===== src/design/c2rp_pkg.sv =====
// shared types and constants of the replicate-padded 2-d filter
// no dependencies
`timescale 1ns / 1ps
`default_nettype none
package c2rp_pkg;

  // field widths of the beats
  localparam int unsigned OUT_W     = 40;
  localparam int unsigned ROW_W     = 10;
  localparam int unsigned COL_OUT_W = 8;
  localparam int unsigned COEF_W    = 16;
  localparam int unsigned IDX_W     = 5;
  localparam int unsigned PIX_IN_W  = 16;
  localparam int unsigned OP_W      = 2;
  localparam int unsigned CFG_IDX_W = 2;
  localparam int unsigned CFG_DAT_W = 11;

  // input opcodes
  localparam logic [OP_W-1:0] OP_TAP   = 2'd0;
  localparam logic [OP_W-1:0] OP_PIXEL = 2'd1;
  localparam logic [OP_W-1:0] OP_DRAIN = 2'd2;

  // register indexes
  localparam logic [CFG_IDX_W-1:0] REG_ROWS = 2'd0;
  localparam logic [CFG_IDX_W-1:0] REG_COLS = 2'd1;
  localparam logic [CFG_IDX_W-1:0] REG_PAD  = 2'd2;

  // results allowed per input beat
  localparam logic [1:0] RUN_PIXEL = 2'd3;
  localparam logic [1:0] RUN_DRAIN = 2'd1;

  // control from the sequencer into the multiply-accumulate pipe
  typedef struct packed {
    logic clr;
    logic issue;
    logic last;
  } mac_ctl_t;

endpackage
`default_nettype wire


===== src/design/c2rp_mac.sv =====
// shared multiply-accumulate pipe: ram data, product register, accumulator
// depends on c2rp_pkg
`timescale 1ns / 1ps
`default_nettype none
module c2rp_mac
  import c2rp_pkg::*;
#(
  parameter int unsigned PIXEL_BITS = 16
) (
  input  logic                    clk_i,
  input  logic                    rst_ni,
  input  mac_ctl_t                ctl_i,
  input  logic [PIXEL_BITS-1:0]   pix_i,
  input  logic [COEF_W-1:0]       tap_i,
  output logic signed [OUT_W-1:0] acc_o,
  output logic                    done_o
);

  localparam int unsigned PW = PIXEL_BITS + COEF_W;

  logic                 v1_q, l1_q, v2_q, l2_q, done_q;
  logic signed [PW-1:0] prod_q;
  logic signed [OUT_W-1:0] acc_q;

  always_ff @(posedge clk_i or negedge rst_ni) begin
    if (!rst_ni) begin
      v1_q   <= 1'b0;
      l1_q   <= 1'b0;
      v2_q   <= 1'b0;
      l2_q   <= 1'b0;
      done_q <= 1'b0;
    end else begin
      v1_q   <= ctl_i.issue;
      l1_q   <= ctl_i.issue & ctl_i.last;
      v2_q   <= v1_q;
      l2_q   <= l1_q;
      done_q <= v2_q & l2_q;
    end
  end

  always_ff @(posedge clk_i) begin
    prod_q <= $signed(pix_i) * $signed(tap_i);
    if (ctl_i.clr) begin
      acc_q <= '0;
    end else if (v2_q) begin
      acc_q <= acc_q + OUT_W'(prod_q);
    end
  end

  assign acc_o  = acc_q;
  assign done_o = done_q;

endmodule
`default_nettype wire


===== config.mk =====
export PLATFORM = sky130hd
export DESIGN_NAME = c2rp_mac
export DESIGN_NICKNAME = d
export VERILOG_FILES = /design/src/design/c2rp_pkg.sv /design/src/design/c2rp_mac.sv
export SDC_FILE = /design/constraint.sdc
export NUM_CORES = 1
export LEC_CHECK = 0
export BUFFER_PORTS_ARGS = -buffer_cell sky130_fd_sc_hd__buf_2
export CORE_AREA = 5 5 232 121
export CTS_CLUSTER_DIAMETER = 60
export DETAILED_ROUTE_END_ITERATION = 10
export DIE_AREA = 0 0 237 126
export GPL_ROUTABILITY_DRIVEN = 0
export PLACE_DENSITY = 0.72
export SYNTH_ARGS = -nofsm -noshare
export SYNTH_HDL_FRONTEND = slang
export SYNTH_SLANG_ARGS = --single-unit

===== constraint.sdc =====
create_clock -name clk_i -period 5.9 [get_ports clk_i]
set_input_delay 0.59 -clock clk_i [delete_from_list [all_inputs] [get_ports clk_i]]
set_output_delay 0.59 -clock clk_i [all_outputs]
set_load 0.02 [all_outputs]

=== Word level (Yosys, flattened, before mapping) ===
Cells that the tools add are included.

* Output and inout bits: 41
* Bits of input ports: 37
* Word-level logic and storage cells: 11
* Flip-flop bits (word level): 77

* Bitwise gates (word level): 2
* $add $sub $neg: 1
* $mul: 1

{| class="wikitable"
|+ Operators with widths
! operator !! count
|-
| 40-bit by 32-bit adder with 40-bit output || 1
|-
| 16-bit by 16-bit multiplier with 32-bit output || 1
|-
| 1-bit AND || 2
|}

=== Depth between registers and ports, before layout ===
* Word-level depth: 1
* Mapped depth: 23

=== Worst setup path after synthesis ===
Ideal clock, no wire load.

* Path type: input to register
* From: in pix_i[10]
* To: reg prod_q[30]
* Stages on the path: 19
* Data required time: 5.828 ns
* Buffers on the path: 1
* Arrival time: 6.232 ns
* Setup time: 0.072 ns
* Slack: -0.404 ns
* Cell sequence: clkbuf_1 -> nand2_1 -> fa_1 -> fa_1 -> fa_1 -> fa_1 -> inv_1 -> fa_1 -> fa_1 -> ha_1 -> and3_1 -> and3_4 -> a2111oi_4 -> o31ai_1 -> o22a_1 -> a221o_1 -> a211o_1 -> a21oi_2 -> xnor2_1

* Longest elaborated chain between the ends: 1

{| class="wikitable"
|+ RTL lines
! what !! line !! text
|-
| start: declaration || c2rp_mac.sv:13 || <nowiki>input logic [PIXEL_BITS-1:0] pix_i,</nowiki>
|-
| 16-bit by 16-bit multiplier with 32-bit output || c2rp_mac.sv:42 || <nowiki>prod_q <= $signed(pix_i) * $signed(tap_i);</nowiki>
|-
| end signal: assignment || c2rp_mac.sv:42 ||
|-
| end: declaration || c2rp_mac.sv:22 || <nowiki>logic signed [PW-1:0] prod_q;</nowiki>
|}

Every way passes these cells.
A chain may end at the register's enable or synchronous reset.

=== Worst setup path in the final report ===
* From: in tap_i[5]
* To: reg prod_q[30]

* Longest elaborated chain between the ends: 1

{| class="wikitable"
|+ RTL lines
! what !! line !! text
|-
| start: declaration || c2rp_mac.sv:14 || <nowiki>input logic [COEF_W-1:0] tap_i,</nowiki>
|-
| 16-bit by 16-bit multiplier with 32-bit output || c2rp_mac.sv:42 ||
|}

Every way passes these cells.

==> results list <==
* Run status: finished with violations
- Violated checks: negative setup slack
- Synth Net Count: 1971
- The detailed router placed 11248 vias in this run.
* Cell area after technology mapping: 14000 um2
* Full die area: 29900 um2
- Via-per-instance ratio: 5.36
* Source of the critical timing path: tap_i[5]
- Count of flip-flops with a built-in enable after synthesis: 0
- Slowest cell on crit path: fa_1
- In the global route stage, overall resource usage came out at 0.232.
- The clock reaches the later pin of the worst-skew pair after 0.35 ns.
- For flop-to-flop paths, the worst setup slack is 2.50 ns.
* Clock Tree Root: clkbuf_16
* Maximum number of pins on one net before global-route repair: 43
* TritonCTS clock tree: built
* Dominant delay contributor by cell family on the critical path: adder cells
* Crit path cell chain: buf_8 -> and2_4 -> fa_1 -> inv_1 -> fa_1 -> fa_1 -> fa_1 -> inv_1 -> fa_1 -> fa_1 -> ha_4 -> and3_4 -> and3_4 -> a2111oi_4 -> o31ai_2 -> o22a_2 -> a221o_1 -> a211o_1 -> a21oi_2 -> xnor2_1
- Pre-Repair DR Iteration Count: 5
- Cell occurring most often along the worst timing path: fa_1
- Relative max-transition margin: 0.339
- The worst path in the final design needs a cycle of 5.96 ns, including I/O delays and setup.
- In this run the core area contains 42 standard-cell rows.
* Count of routing violations after the opening detailed-route iteration: 766
* Sink Count: 77
- Diode insertion count for antenna repair: 0
- Footprint of the flip-flops and latches: 1570 um2
- In this run the remaining antenna-violating nets after routing total 0.
- Count of different cell masters after synthesis: 64
- Bufs on Longest Clock Path: 2
- The first global-routing pass estimated 57100 um of wire.
- Worst slew pin tran: 0.990 ns
- Hold Crit Class: primary input to async pin
- The H-tree was split into 3 levels.
- STA classifies the critical path startpoint as a primary input.
- Register bit total from synthesis: 77
- Sequential element share of the synthesized area: 0.112
- The number of antenna violations at the first check in global routing was 0.
- Relative to the synthesized area, the layout overhead comes to 16.9%.
* Area occupied by multi-input gates: 11300 um2
- Fill cell total of the finished layout: 2138
* Portion of the clock cycle consumed by the worst path in the final layout: 1.01
* Worst Slack Setup Final: -0.0576 ns
- Setup repair after global routing could not meet its margin everywhere.
- In the routed design, unresolved DRC markers number 0.
- Vias in the first global route: 11510
- Clock tree skew after final layout: 0.00947 ns
* Routed wire length: 34100 um
* Number of slew-limit violations in the final report: 0
- The tool flagged a number of max-cap violations equal to 0.
- Each instance of the synthesized netlist takes up on average 9.03 um2.
- 78 I/O pins were placed.
- After floorplanning, the core was sized to cover 25900 um2.
* Overflow left after global routing: 0
* Width of the die: 237 um
* Number of hold-slack violations in the final timing report: 0
- Setup violations remaining at the end of the flow were counted as 3.
- Clock transition at the register clock pins on the worst setup and hold paths after CTS: 0.06 ns
- Instance count of the mapped netlist: 1550
- Worst-case hold slack: 0.0492 ns
- The Yosys step of the flow raised 0 warnings.
- Final HPWL from detailed placement: 29200 um
* Num CTS Buffers: 9
- In this run the critical register-to-register path is launched from acc_o[13]$_SDFFE_PP0P_.
- Setup_tns: -0.0668 ns
- Critical path class: primary input to register
* Buffering stage count on the worst path with inverters included: 3
- Among all flip-flop cells after synthesis, the most frequent one is dfxtp_1.
* F_max: 168 MHz
- For this configuration, the core starts out at a cell density of 0.540.
- Endpoint class of the critical path: register
- Floorplan die height: 126 um
- Post-CTS Hold Buffers: 0
* Share of post-route cells with drive strength above 1: 0.177
- In this run the worst path has a maximum fanout of 6.
- Delay of the slowest cell on the worst path: 0.55 ns
- At the worst endpoint, the arrival time is 6.23 ns.
- STA puts the critical path data required time at 6.17 ns.
- Port buffering added 77 buffers.
* Detailed-route wire length per cell: 16.2 um
- Fraction of synthesis flops using an asynchronous set or reset pin: 0.0649
* Nets: 2165
cell families after synthesis:
logic type	Yosys count	share of synthesized area
xor gates and xnor gates	55	0.0344
muxes	20	0.0145
adders and majority gates	384	0.485
DFF	77	0.112
buffers and inverters	352	0.0951
and+or+nand+nor	447	0.156
AOI/OAI and AO/OA	215	0.104
cells in the mapped netlist (all sizes together) (17+ instances only):
cell type,number,area share
a21o,34,0.018
ha,121,0.11
nand3,21,0.0075
mux2i,18,0.013
o21ai,36,0.013
dfxtp,72,0.10
a21oi,71,0.026
nor2,68,0.018
fa,263,0.38
xnor2,38,0.024
xor2,17,0.011
nand2,168,0.045
clkbuf,45,0.012
and2,130,0.058
inv,305,0.082
per-layer routing:
metal / routed length (um) / share of wire / up-vias / GRT usage
li1: - / - / 5232 / -
met3: 2590 / 0.076 / 49 / 0.0546
met4: 573 / 0.017 / 0 / 0.0465
met1: 15400 / 0.45 / 5592 / 0.340
met2: 15600 / 0.46 / 375 / 0.358
met5: 0 / 0 / - / 0
stage by stage:
step                area (um2)  cells  utilization  setup slack (ns)
global placement         15800   2068        0.608            -0.456
global route             16400   2100        0.632            -0.255
finish                   16400   2100        0.632           -0.0576
detailed placement       15800   2068        0.608            -0.543
CTS                      16200   2091        0.624           -0.0448
floorplan                14100   1550            -            -0.155
final cells by class:
type | count | share of cell area
clock buffer | 10 | 0.0140
tap | 352 | 0.0269
clock inverter | 5 | 0.00229
inverter | 305 | 0.0700
timing repair buffer | 230 | 0.101
sequential | 77 | 0.0957
multi-input combinational | 1121 | 0.690
worst reg2reg max path: stages (launching register included):
cell      delay, ns
dfxtp_1        0.33
ha_1           0.38
a21oi_1        0.28
o21ai_0        0.14
a31oi_1        0.38
nand3_1        0.16
o211ai_1       0.40
nand2_1        0.19
a211oi_1       0.56
nor4_1         0.11
a311o_1        0.36
registers in the layout, summed over array words and instances, names as in the netlist:
signal and count:
v2_q 1, v1_q 1, acc_o 40, l1_q 1, done_o 1, l2_q 1, prod_q 32
final timing paths:
kind / endpoint / cells past startpoint
hold / removal: l2_q$_DFF_PN0_ / 1
hold reg to reg: l2_q$_DFF_PN0_ / 0
setup / recovery: prod_q[30]$_DFF_P_ / 20
min in group clk_i: l2_q$_DFF_PN0_ / 0
setup reg to reg: acc_o[36]$_SDFFE_PP0P_ / 10
max in group asynchronous: l1_q$_DFF_PN0_ / 1
timing repair:
action | in CTS | in global routing
setup buffers | 8 | 10
pin swaps | 33 | 34
resized for setup | 26 | 37
setup endpoints to repair | 5 | 12
cells in the final DEF, fill, tap and decap left out, drive strengths merged, types with 10 or more instances in the layout:
| cell | count |
|---|---|
| a21o | 34 |
| a21oi | 71 |
| and2 | 130 |
| buf | 229 |
| clkbuf | 11 |
| dfxtp | 72 |
| fa | 263 |
| ha | 121 |
| inv | 306 |
| mux2i | 18 |
| nand2 | 168 |
| nand3 | 21 |
| nor2 | 68 |
| nor3 | 14 |
| o21a | 10 |
| o21ai | 36 |
| xnor2 | 38 |
| xor2 | 17 |
Power is not shown: default switching activity piles up to over one toggle a cycle in this logic, so the estimate is an artifact.
