<file path="src/design/c2rp_ram.sv">
// generic single-port-write, single-port-read ram with registered read
// no dependencies
`timescale 1ns / 1ps
`default_nettype none
module c2rp_ram #(
  parameter int unsigned WIDTH = 16,
  parameter int unsigned DEPTH = 32,
  parameter int unsigned AW    = (DEPTH > 1) ? $clog2(DEPTH) : 1
) (
  input  logic             clk_i,
  input  logic             we_i,
  input  logic [AW-1:0]    waddr_i,
  input  logic [WIDTH-1:0] wdata_i,
  input  logic [AW-1:0]    raddr_i,
  output logic [WIDTH-1:0] rdata_o
);

  logic [WIDTH-1:0] mem_q [DEPTH];

  always_ff @(posedge clk_i) begin
    if (we_i) begin
      mem_q[waddr_i] <= wdata_i;
    end
    rdata_o <= mem_q[raddr_i];
  end

endmodule
`default_nettype wire

</file>
<file path="config.mk">
export PLATFORM = sky130hd
export DESIGN_NAME = c2rp_ram
export DESIGN_NICKNAME = d
export VERILOG_FILES = /design/src/design/c2rp_ram.sv
export SDC_FILE = /design/constraint.sdc
export NUM_CORES = 1
export LEC_CHECK = 0
export CAP_MARGIN = 20
export CORE_MARGIN = 5
export CORE_UTILIZATION = 35
export CTS_CLUSTER_SIZE = 24
export DETAILED_ROUTE_END_ITERATION = 12
export DONT_BUFFER_PORTS = 1
export GPL_TIMING_DRIVEN = 0
export PLACE_DENSITY = 0.5
export SLEW_MARGIN = 20
export SYNTH_ARGS = -nofsm -noshare
export SYNTH_HDL_FRONTEND = slang
export SYNTH_SLANG_ARGS = --single-unit
</file>
<file path="constraint.sdc">
create_clock -name clk_i -period 3.07 [get_ports clk_i]
set_clock_uncertainty 0.1 [all_clocks]
set_input_delay 0.307 -clock clk_i [delete_from_list [all_inputs] [get_ports clk_i]]
set_output_delay 0.307 -clock clk_i [all_outputs]
set_load 0.05 [all_outputs]
</file>
* Word level (Yosys, flattened, before mapping)
Memories as Yosys holds them, arrays and structs flattened. A register that Yosys moved wholly into a read port is not among the register bits.
Cells that the tools add are included.
** Storage, ports and cells
- Bits in registers :: 0
- Bits in latches :: 0
- Memory bits (writable) :: 512
- ROM bits :: 0
- Input port bits :: 28
- Output and inout port bits :: 16
- Word-level logic and storage cells :: 3
- Memories :: 1
** Operators by class
- Add/sub/neg operators :: 0
- Multipliers :: 0
- Div/mod/pow operators :: 0
- Magnitude comparators :: 0
- Eq/ne operators :: 0
- Shift operators :: 0
- Mux-type cells :: 2
- Bitwise operators :: 0
- Reductions and logical operators :: 0
** Memory list
- mem_q :: depth 32, bits a word 16, read ports 1, clocked after memory_dff 1, wr ports 1, RTL line 18 : logic [WIDTH-1:0] mem_q [DEPTH];
** Operators with widths (count)
- $mux W1 :: 2

* Longest topological paths before layout
Gate-level depths: netlist of the first run.
- Word-level depth :: 2
- Depth in mapped cells :: 8
- Mapped depth without buffers :: 5

* Least setup slack after synthesis of the first run
Ideal clock, no wire load.
- Path kind :: input -> register
- Start point :: input waddr_i[1]
- End point :: memory mem_q[12][0] (enable)
- Library setup time :: 0.388 ns
- Arrival :: 1.659 ns
- Required time :: 2.582 ns
- Path slack :: 0.923 ns
- Stages on the path :: 3
- Path buffers :: 1
- Cells stage by stage :: or3b_2 > clkbuf_1 > nor2_1
** RTL lines
- start, declared :: RTL line 12 : input logic [AW-1:0] waddr_i,
- end, declared :: RTL line 18
No word-level cell before the write port.

==> results of run 1 <==
==> power breakdown <==
| group | switching, mW | leakage (nW) | internal, mW | total, mW |
|---|---|---|---|---|
| clock | 2.76 | 0.877 | 3.85 | 6.61 |
| combinational | 0.588 | 2.76 | 0.312 | 0.900 |
| sequential | 0.131 | 4.75 | 8.01 | 8.14 |
| total | 3.48 | 8.38 | 12.2 | 15.7 |
==> worst max-delay path by stage <==
stage	endpoint	slack, ps	cells past startpoint
floorplan	mem_q[12][0]$_DFFE_PP_	920	3
global placement	mem_q[20][4]$_DFFE_PP_	150	3
detailed placement	rdata_o[6]$_DFF_P_	550	7
CTS	rdata_o[6]$_DFF_P_	1220	7
global route	rdata_o[5]$_DFF_P_	1100	7
finish	rdata_o[6]$_DFF_P_	1110	7
==> Yosys cell counts (all sizes together) <==
cell type    n
or2          1
a31oi       16
clkbuf      12
nand4       16
edfxtp     512
nor3        16
nand2b       2
or3          1
nand3       34
mux2i      256
a21oi       32
or3b         3
a22o        32
buf         55
nor2b        2
nand2       33
nor2        34
dfxtp       16
nand3b       5
a22oi       64
and2         1
==> cell families (layout without fill, tap and decap cells) <==
| family | count (synthesis) | in the layout | share of synthesized area |
|---|---|---|---|
| compound gates | 144 | 144 | 0.0497 |
| buf+inv | 67 | 229 | 0.0263 |
| flops | 528 | 528 | 0.764 |
| mux | 256 | 256 | 0.125 |
| other cells | 0 | 5 | 0 |
| simple gates | 148 | 148 | 0.0349 |
==> area by class of cell <==
| type | count | area, µm² |
|---|---|---|
| plain buffers | 67 | 541 |
| clock inverters | 29 | 302 |
| flip-flops and latches | 528 | 15700 |
| multi-input cells | 548 | 4380 |
| fillers | 5249 | 33700 |
| clock buffers | 73 | 1500 |
| diodes | 5 | 12.5 |
| well taps | 765 | 957 |
| repair buffers | 60 | 841 |
==> layer usage <==
metal  global-route usage  up-vias  share of wire
li1                     -     4818              -
met1                0.241     5452           0.46
met2                0.254      315           0.45
met3               0.0315       78          0.059
met4               0.0454        2          0.023
met5                    0        -        0.00013
==> stage by stage <==
stage               area [µm²]  setup slack [ps]  utilization
finish                   24200              1110        0.418
global route             24200              1100        0.418
CTS                      24200              1220        0.418
detailed placement       21900               551        0.379
global placement         21500               147        0.371
floorplan                20500               923            -
==> worst max-delay path: stages <==
cell and delay [ps]:
sky130_fd_sc_hd__buf_4 190, sky130_fd_sc_hd__or2_1 200, sky130_fd_sc_hd__buf_2 220, sky130_fd_sc_hd__clkbuf_1 460, sky130_fd_sc_hd__nor3_1 220, sky130_fd_sc_hd__a31oi_1 530, sky130_fd_sc_hd__nand3_1 170
==> state kept, by name, indices dropped and copies added, names as in the netlist <==
signal and count:
mem_q 512, rdata_o 16
==> repair_timing <==
item                                   CTS  global route
resized for setup                        0             0
endpoints found under the hold margin  512             0
setup endpoints to repair                0             0
hold buffers                            32             0
==> impl_results.html, run 1 <==
<table>
<tr><th>Metric</th><th>Value</th></tr>
<tr><th colspan="2">Power</th></tr>
<tr><td>Power consumption</td><td>15.7 mW</td></tr>
<tr><td>Maximum resistive drop on vdd</td><td>0.499 mV</td></tr>
<tr><td>Total power per unit cell area</td><td>646 nW/µm²</td></tr>
<tr><td>Static leakage</td><td>8.38 nW</td></tr>
<tr><th colspan="2">Synth</th></tr>
<tr><td>Cell area after synthesis</td><td>20500 µm²</td></tr>
<tr><td>Count of mapped cells out of synthesis</td><td>1143</td></tr>
<tr><td>Synthesized flop and latch total</td><td>528</td></tr>
<tr><td>Ranking of synthesized cells by area</td><td>sky130_fd_sc_hd__edfxtp_1 (75%), sky130_fd_sc_hd__mux2i_1 (12%), sky130_fd_sc_hd__a22oi_1 (2.3%)</td></tr>
<tr><td>Synthesized Nets</td><td>1171</td></tr>
<tr><td>Average footprint of a synthesized cell</td><td>18.0 µm²</td></tr>
<tr><td>Unique cell type count in the Yosys netlist</td><td>26</td></tr>
<tr><td>Yosys warning count</td><td>0</td></tr>
<tr><td>Share of the synthesized area in the top cell type</td><td>0.749</td></tr>
<tr><td>Library cell with the largest summed area after synthesis</td><td>sky130_fd_sc_hd__edfxtp_1</td></tr>
<tr><td>Sequential share of the synthesized area</td><td>0.764</td></tr>
<tr><th colspan="2">Clock network</th></tr>
<tr><td>Clock transition at path regs</td><td>60 ps</td></tr>
<tr><td>Cts bufs inserted</td><td>56</td></tr>
<tr><td>Largest buffer count on any clock path</td><td>3</td></tr>
<tr><td>Count of clock tree sinks</td><td>528</td></tr>
<tr><td>Worst-Skew Late Latency</td><td>620 ps</td></tr>
<tr><td>Root Driver</td><td>sky130_fd_sc_hd__clkbuf_16</td></tr>
<tr><td>Clock tree from TritonCTS</td><td>yes</td></tr>
<tr><td>Post-CTS Setup Repair Bufs</td><td>0</td></tr>
<tr><td>Number of levels the H-tree was split into</td><td>2</td></tr>
<tr><th colspan="2">Routing</th></tr>
<tr><td>DRC violation total after the first TritonRoute iteration</td><td>926</td></tr>
<tr><td>Number of vias per cell after detailed routing</td><td>5.14</td></tr>
<tr><td>DR DRC count</td><td>0</td></tr>
<tr><td>Post-Route WL</td><td>53400 µm</td></tr>
<tr><td>Drt wl/cell</td><td>25.7 µm</td></tr>
<tr><td>Length of the first detailed-routing pass in iterations</td><td>5</td></tr>
<tr><td>Antenna Nets Post-Route</td><td>0</td></tr>
<tr><td>Number of vias in the routed layout</td><td>10700</td></tr>
<tr><th colspan="2">Final layout</th></tr>
<tr><td>Synth-to-Final Area Change</td><td>18.0%</td></tr>
<tr><td>Layout cells sized above 1</td><td>0.165</td></tr>
<tr><td>Top library cells by usage in the layout, fill and taps aside</td><td>sky130_fd_sc_hd__edfxtp_1 (512), sky130_fd_sc_hd__mux2i_1 (256), sky130_fd_sc_hd__a22oi_1 (64), sky130_fd_sc_hd__clkbuf_16 (56), sky130_fd_sc_hd__nand3_1 (34)</td></tr>
<tr><td>Final net count</td><td>1289</td></tr>
<tr><td>Post-route non-filler standard cell count</td><td>2075</td></tr>
<tr><td>Most common cell after layout, fill and taps aside</td><td>sky130_fd_sc_hd__edfxtp_1</td></tr>
<tr><th colspan="2">STA</th></tr>
<tr><td>Final worst path period share</td><td>0.638</td></tr>
<tr><td>Slew Viols, Final</td><td>0</td></tr>
<tr><td>Achievable frequency</td><td>510 MHz</td></tr>
<tr><td>Final period demand of the worst path</td><td>1960 ps</td></tr>
<tr><td>Endpoints failing hold</td><td>0</td></tr>
<tr><td>RSZ-0062 raised after global routing</td><td>false</td></tr>
<tr><td>Hold slack final</td><td>47.0 ps</td></tr>
<tr><td>Final setup violation count</td><td>0</td></tr>
<tr><td>Transition time at the pin with the least slew margin</td><td>884 ps</td></tr>
<tr><td>Relative slew slack</td><td>0.409</td></tr>
<tr><td>Post-route setup TNS</td><td>0 ps</td></tr>
<tr><th colspan="2">Critical path</th></tr>
<tr><td>Critical Path End Type</td><td>flip-flop</td></tr>
<tr><td>Startpoint type of the worst setup path</td><td>primary input</td></tr>
<tr><td>CP arrival</td><td>2320 ps</td></tr>
<tr><td>Endpoint of the worst register-to-register path</td><td>rdata_o[6]$_DFF_P_</td></tr>
<tr><td>Length in cells of the worst reg-to-reg path</td><td>5</td></tr>
<tr><td>Critical Path Source</td><td>raddr_i[4]</td></tr>
<tr><td>Worst EP required</td><td>3430 ps</td></tr>
<tr><td>Register-to-Register Setup Slack</td><td>1320 ps</td></tr>
<tr><td>Start-to-end type of the worst setup path</td><td>primary input to flip-flop</td></tr>
<tr><td>R2r startpoint</td><td>mem_q[1][6]$_DFFE_PP_</td></tr>
<tr><td>Largest fanout on the critical path</td><td>10</td></tr>
<tr><th colspan="2">Floorplan</th></tr>
<tr><td>Placeable Area</td><td>57900 µm²</td></tr>
<tr><td>Die height</td><td>252 µm</td></tr>
<tr><td>Initial core utilization</td><td>0.355</td></tr>
<tr><td>Die outline area</td><td>63600 µm²</td></tr>
<tr><td>Die width</td><td>252 µm</td></tr>
<tr><td>I/O pin total</td><td>44</td></tr>
<tr><td>Placement Rows</td><td>88</td></tr>
<tr><th colspan="2">Global routing</th></tr>
<tr><td>Number of antenna violations at the first check in global routing</td><td>4</td></tr>
<tr><td>Via count of the first global-routing pass</td><td>10700</td></tr>
<tr><td>Global-route total usage across every layer</td><td>0.165</td></tr>
<tr><td>Maximum number of pins on one net before global-route repair</td><td>33</td></tr>
<tr><td>Overflow left after global routing</td><td>0</td></tr>
<tr><td>First-pass GRT wire length</td><td>76100 µm</td></tr>
<tr><th colspan="2">Placed design</th></tr>
<tr><td>DP Wirelength</td><td>34200 µm</td></tr>
<tr><td>Number of cells in the design after placement</td><td>1936</td></tr>
<tr><td>Count of port buffers added during placement</td><td>0</td></tr>
<tr><td>Global placer's final weighted congestion</td><td>0.813</td></tr>
<tr><th colspan="2">Flow run</th></tr>
<tr><td>Count of maximum capacitance violations</td><td>0</td></tr>
<tr><th colspan="2">Min path</th></tr>
<tr><td>Hold Path Depth</td><td>2</td></tr>
<tr><td>Hold EP</td><td>mem_q[31][12]$_DFFE_PP_</td></tr>
<tr><td>Hold Crit Start</td><td>waddr_i[3]</td></tr>
<tr><td>Worst hold-check path type</td><td>primary input to flip-flop</td></tr>
<tr><th colspan="2">Outcome</th></tr>
<tr><td>Status</td><td>completed</td></tr>
</table>
(Power assumes the default switching activity.)
==> run 2, diff against run 1 <==
==> constraint.sdc (replaced) <==
create_clock -name clk_i -period 1.9 [get_ports clk_i]
set_clock_uncertainty 0.1 [all_clocks]
set_input_delay 0.19 -clock clk_i [delete_from_list [all_inputs] [get_ports clk_i]]
set_output_delay 0.19 -clock clk_i [all_outputs]
set_load 0.05 [all_outputs]
==> impl_results.html, run 2 (same netlist as run 1, synthesis figures left out) <==
<table>
<tr><th>Metric</th><th>Value</th></tr>
<tr><th colspan="2">STA</th></tr>
<tr><td>Post-route setup TNS</td><td>-2520 ps (-2520 ps)</td></tr>
<tr><td>Endpoints failing hold</td><td>0 (unchanged)</td></tr>
<tr><td>Final period demand of the worst path</td><td>1970 ps</td></tr>
<tr><td>Achievable frequency</td><td>508 MHz</td></tr>
<tr><td>Final worst path period share</td><td>1.04</td></tr>
<tr><td>Crit path setup slack, layout</td><td>-66.7 ps (-1180 ps)</td></tr>
<tr><td>RSZ-0062 raised after global routing</td><td>true</td></tr>
<tr><td>Final setup violation count</td><td>83 (+83)</td></tr>
<tr><td>Transition time at the pin with the least slew margin</td><td>997 ps (+114 ps)</td></tr>
<tr><td>Relative slew slack</td><td>0.334 (-0.0748)</td></tr>
<tr><td>Slew Viols, Final</td><td>0 (unchanged)</td></tr>
<tr><td>Hold slack final</td><td>21.3 ps (-25.7 ps)</td></tr>
<tr><th colspan="2">Outcome</th></tr>
<tr><td>Violations in the final reports</td><td>setup timing</td></tr>
<tr><td>Status</td><td>finished, violations left</td></tr>
<tr><th colspan="2">Routing</th></tr>
<tr><td>Number of vias per cell after detailed routing</td><td>5.15 (+0.26%)</td></tr>
<tr><td>DRC violation total after the first TritonRoute iteration</td><td>894 (-3.5%)</td></tr>
<tr><td>Met3 wire len</td><td>3350 µm (+6.8%)</td></tr>
<tr><td>Routed met2 length</td><td>24300 µm (+0.42%)</td></tr>
<tr><td>Post-Route WL</td><td>53800 µm (+0.79%)</td></tr>
<tr><td>Antenna Nets Post-Route</td><td>0 (unchanged)</td></tr>
<tr><td>DRT met1 WL</td><td>24900 µm (+0.39%)</td></tr>
<tr><td>DR DRC count</td><td>0 (unchanged)</td></tr>
<tr><td>Length of the first detailed-routing pass in iterations</td><td>5 (unchanged)</td></tr>
<tr><td>Number of vias in the routed layout</td><td>10700 (+0.69%)</td></tr>
<tr><td>Top sig layer</td><td>met5</td></tr>
<tr><td>Drt wl/cell</td><td>25.8 µm (+0.35%)</td></tr>
<tr><th colspan="2">Clock network</th></tr>
<tr><td>Largest buffer count on any clock path</td><td>3 (unchanged)</td></tr>
<tr><td>Cts bufs inserted</td><td>55 (-1.8%)</td></tr>
<tr><td>Root Driver</td><td>sky130_fd_sc_hd__clkbuf_16</td></tr>
<tr><td>Number of levels the H-tree was split into</td><td>2 (unchanged)</td></tr>
<tr><td>Count of clock tree sinks</td><td>528 (unchanged)</td></tr>
<tr><td>Clock transition at path regs</td><td>60 ps (about the same)</td></tr>
<tr><td>Post-CTS Setup Repair Bufs</td><td>0 (unchanged)</td></tr>
<tr><td>Clock tree from TritonCTS</td><td>yes</td></tr>
<tr><td>Worst-Skew Late Latency</td><td>620 ps (about the same)</td></tr>
<tr><th colspan="2">Critical path</th></tr>
<tr><td>R2r startpoint</td><td>mem_q[29][0]$_DFFE_PP_</td></tr>
<tr><td>Length in cells of the worst reg-to-reg path</td><td>5 (unchanged)</td></tr>
<tr><td>Critical Path End Type</td><td>flip-flop</td></tr>
<tr><td>Critical Path Source</td><td>waddr_i[3]</td></tr>
<tr><td>Largest fanout on the critical path</td><td>12 (+2)</td></tr>
<tr><td>Worst EP required</td><td>2120 ps (-1310 ps)</td></tr>
<tr><td>CP arrival</td><td>2190 ps (-130 ps)</td></tr>
<tr><td>Startpoint type of the worst setup path</td><td>primary input</td></tr>
<tr><td>Start-to-end type of the worst setup path</td><td>primary input to flip-flop</td></tr>
<tr><th colspan="2">Global routing</th></tr>
<tr><td>First-pass GRT wire length</td><td>77000 µm (+1.2%)</td></tr>
<tr><td>Via count of the first global-routing pass</td><td>10900 (+2.4%)</td></tr>
<tr><td>Maximum number of pins on one net before global-route repair</td><td>33 (unchanged)</td></tr>
<tr><td>Global-route total usage across every layer</td><td>0.166 (+0.00139)</td></tr>
<tr><td>Number of antenna violations at the first check in global routing</td><td>7 (+3)</td></tr>
<tr><td>Overflow left after global routing</td><td>0 (unchanged)</td></tr>
<tr><th colspan="2">Power</th></tr>
<tr><td>Total power per unit cell area</td><td>1050 nW/µm² (+62%)</td></tr>
<tr><td>Power consumption</td><td>25.5 mW (+63%)</td></tr>
<tr><td>Maximum resistive drop on vdd</td><td>0.727 mV (+46%)</td></tr>
<tr><td>Static leakage</td><td>8.42 nW (+0.40%)</td></tr>
<tr><th colspan="2">Placed design</th></tr>
<tr><td>Worst setup slack before clock tree synthesis</td><td>-543 ps (-1090 ps)</td></tr>
<tr><td>Standard cell area after detailed placement</td><td>21900 µm² (-0.24%)</td></tr>
<tr><td>DP Wirelength</td><td>34000 µm (-0.53%)</td></tr>
<tr><td>Global placer's final weighted congestion</td><td>0.873 (+7.3%)</td></tr>
<tr><td>Number of cells in the design after placement</td><td>1934 (-0.10%)</td></tr>
<tr><td>Count of port buffers added during placement</td><td>0 (unchanged)</td></tr>
<tr><th colspan="2">Min path</th></tr>
<tr><td>Worst hold-check path type</td><td>primary input to flip-flop</td></tr>
<tr><td>Hold Path Depth</td><td>3 (+1)</td></tr>
<tr><td>Hold Crit Start</td><td>raddr_i[4]</td></tr>
<tr><th colspan="2">Final layout</th></tr>
<tr><td>Max FFs per register</td><td>512 (unchanged)</td></tr>
<tr><td>Utilization of the core after routing</td><td>0.420 (+0.00130)</td></tr>
<tr><td>Layout cells sized above 1</td><td>0.168 (+0.00319)</td></tr>
<tr><td>Final net count</td><td>1293 (+0.31%)</td></tr>
<tr><td>Top library cells by usage in the layout, fill and taps aside</td><td>sky130_fd_sc_hd__edfxtp_1 (512), sky130_fd_sc_hd__mux2i_1 (256), sky130_fd_sc_hd__a22oi_1 (64), sky130_fd_sc_hd__clkbuf_16 (57), sky130_fd_sc_hd__nand3_1 (34)</td></tr>
<tr><td>Synth-to-Final Area Change</td><td>18.3%</td></tr>
<tr><td>Reg with most FFs</td><td>mem_q</td></tr>
<tr><td>Final Cell Area</td><td>24300 µm² (+0.31%)</td></tr>
<tr><td>Post-route non-filler standard cell count</td><td>2084 (+0.43%)</td></tr>
<tr><td>Most common cell after layout, fill and taps aside</td><td>sky130_fd_sc_hd__edfxtp_1</td></tr>
<tr><td>Top Registers</td><td>mem_q (512), rdata_o (16)</td></tr>
<tr><th colspan="2">Floorplan</th></tr>
<tr><td>Die height</td><td>252 µm (unchanged)</td></tr>
<tr><td>Die outline area</td><td>63600 µm² (unchanged)</td></tr>
<tr><td>Placeable Area</td><td>57900 µm² (unchanged)</td></tr>
<tr><td>Placement Rows</td><td>88 (unchanged)</td></tr>
<tr><td>I/O pin total</td><td>44 (unchanged)</td></tr>
<tr><td>Die width</td><td>252 µm (unchanged)</td></tr>
<tr><td>Initial core utilization</td><td>0.355 (unchanged)</td></tr>
<tr><th colspan="2">Flow run</th></tr>
<tr><td>Count of maximum capacitance violations</td><td>0 (unchanged)</td></tr>
</table>
run 2: cell count changes in the layout (fill, tap and decap cells not counted), sizes merged:
| cell | before | now |
|---|---|---|
| clkinvlp | 2 | 3 |
| inv | 0 | 1 |
| buf | 99 | 97 |
| diode | 5 | 9 |
| clkbuf | 85 | 83 |
| dlygate4sd3 | 16 | 23 |
run 2: repair_timing:
action	CTS	global route
resized for setup	0	2
endpoints found under the hold margin	573	0
hold buffers	39	0
endpoints found under the setup margin	0	73
run 2: per-layer routing:
metal / up-vias / GRT usage
met5: - / 0
met4: 2 / 0.0459
met3: 72 / 0.0350
met2: 316 / 0.256
met1: 5516 / 0.241
li1: 4833 / -
run 2: worst paths after layout:
check	slack, ps	to
setup reg to reg	130	rdata_o[0]$_DFF_P_
setup / recovery	-70	mem_q[10][6]$_DFFE_PP_
hold / removal	20	rdata_o[4]$_DFF_P_
hold reg to reg	540	rdata_o[9]$_DFF_P_
run 2: layout make-up:
class,count,area [µm²]
fill,5239,33600
sequential,528,15700
multi-input combinational,548,4380
clock buffer,71,1520
tap,765,957
timing repair buffer,65,858
buffer,67,542
clock inverter,31,324
antenna,9,22.5
run 2: worst max-delay path, cell delays in order:
cell and delay [ps]:
sky130_fd_sc_hd__dlygate4sd3_1 810, sky130_fd_sc_hd__or3b_2 570, sky130_fd_sc_hd__nor2_2 350, sky130_fd_sc_hd__buf_6 240
run 2: where the power goes:
group | switching, mW | leakage (nW) | internal [mW]
Combinational | 0.968 | 2.77 | 0.512
Sequential | 0.211 | 4.75 | 12.9
Clock | 4.52 | 0.904 | 6.35
Total | 5.70 | 8.42 | 19.8
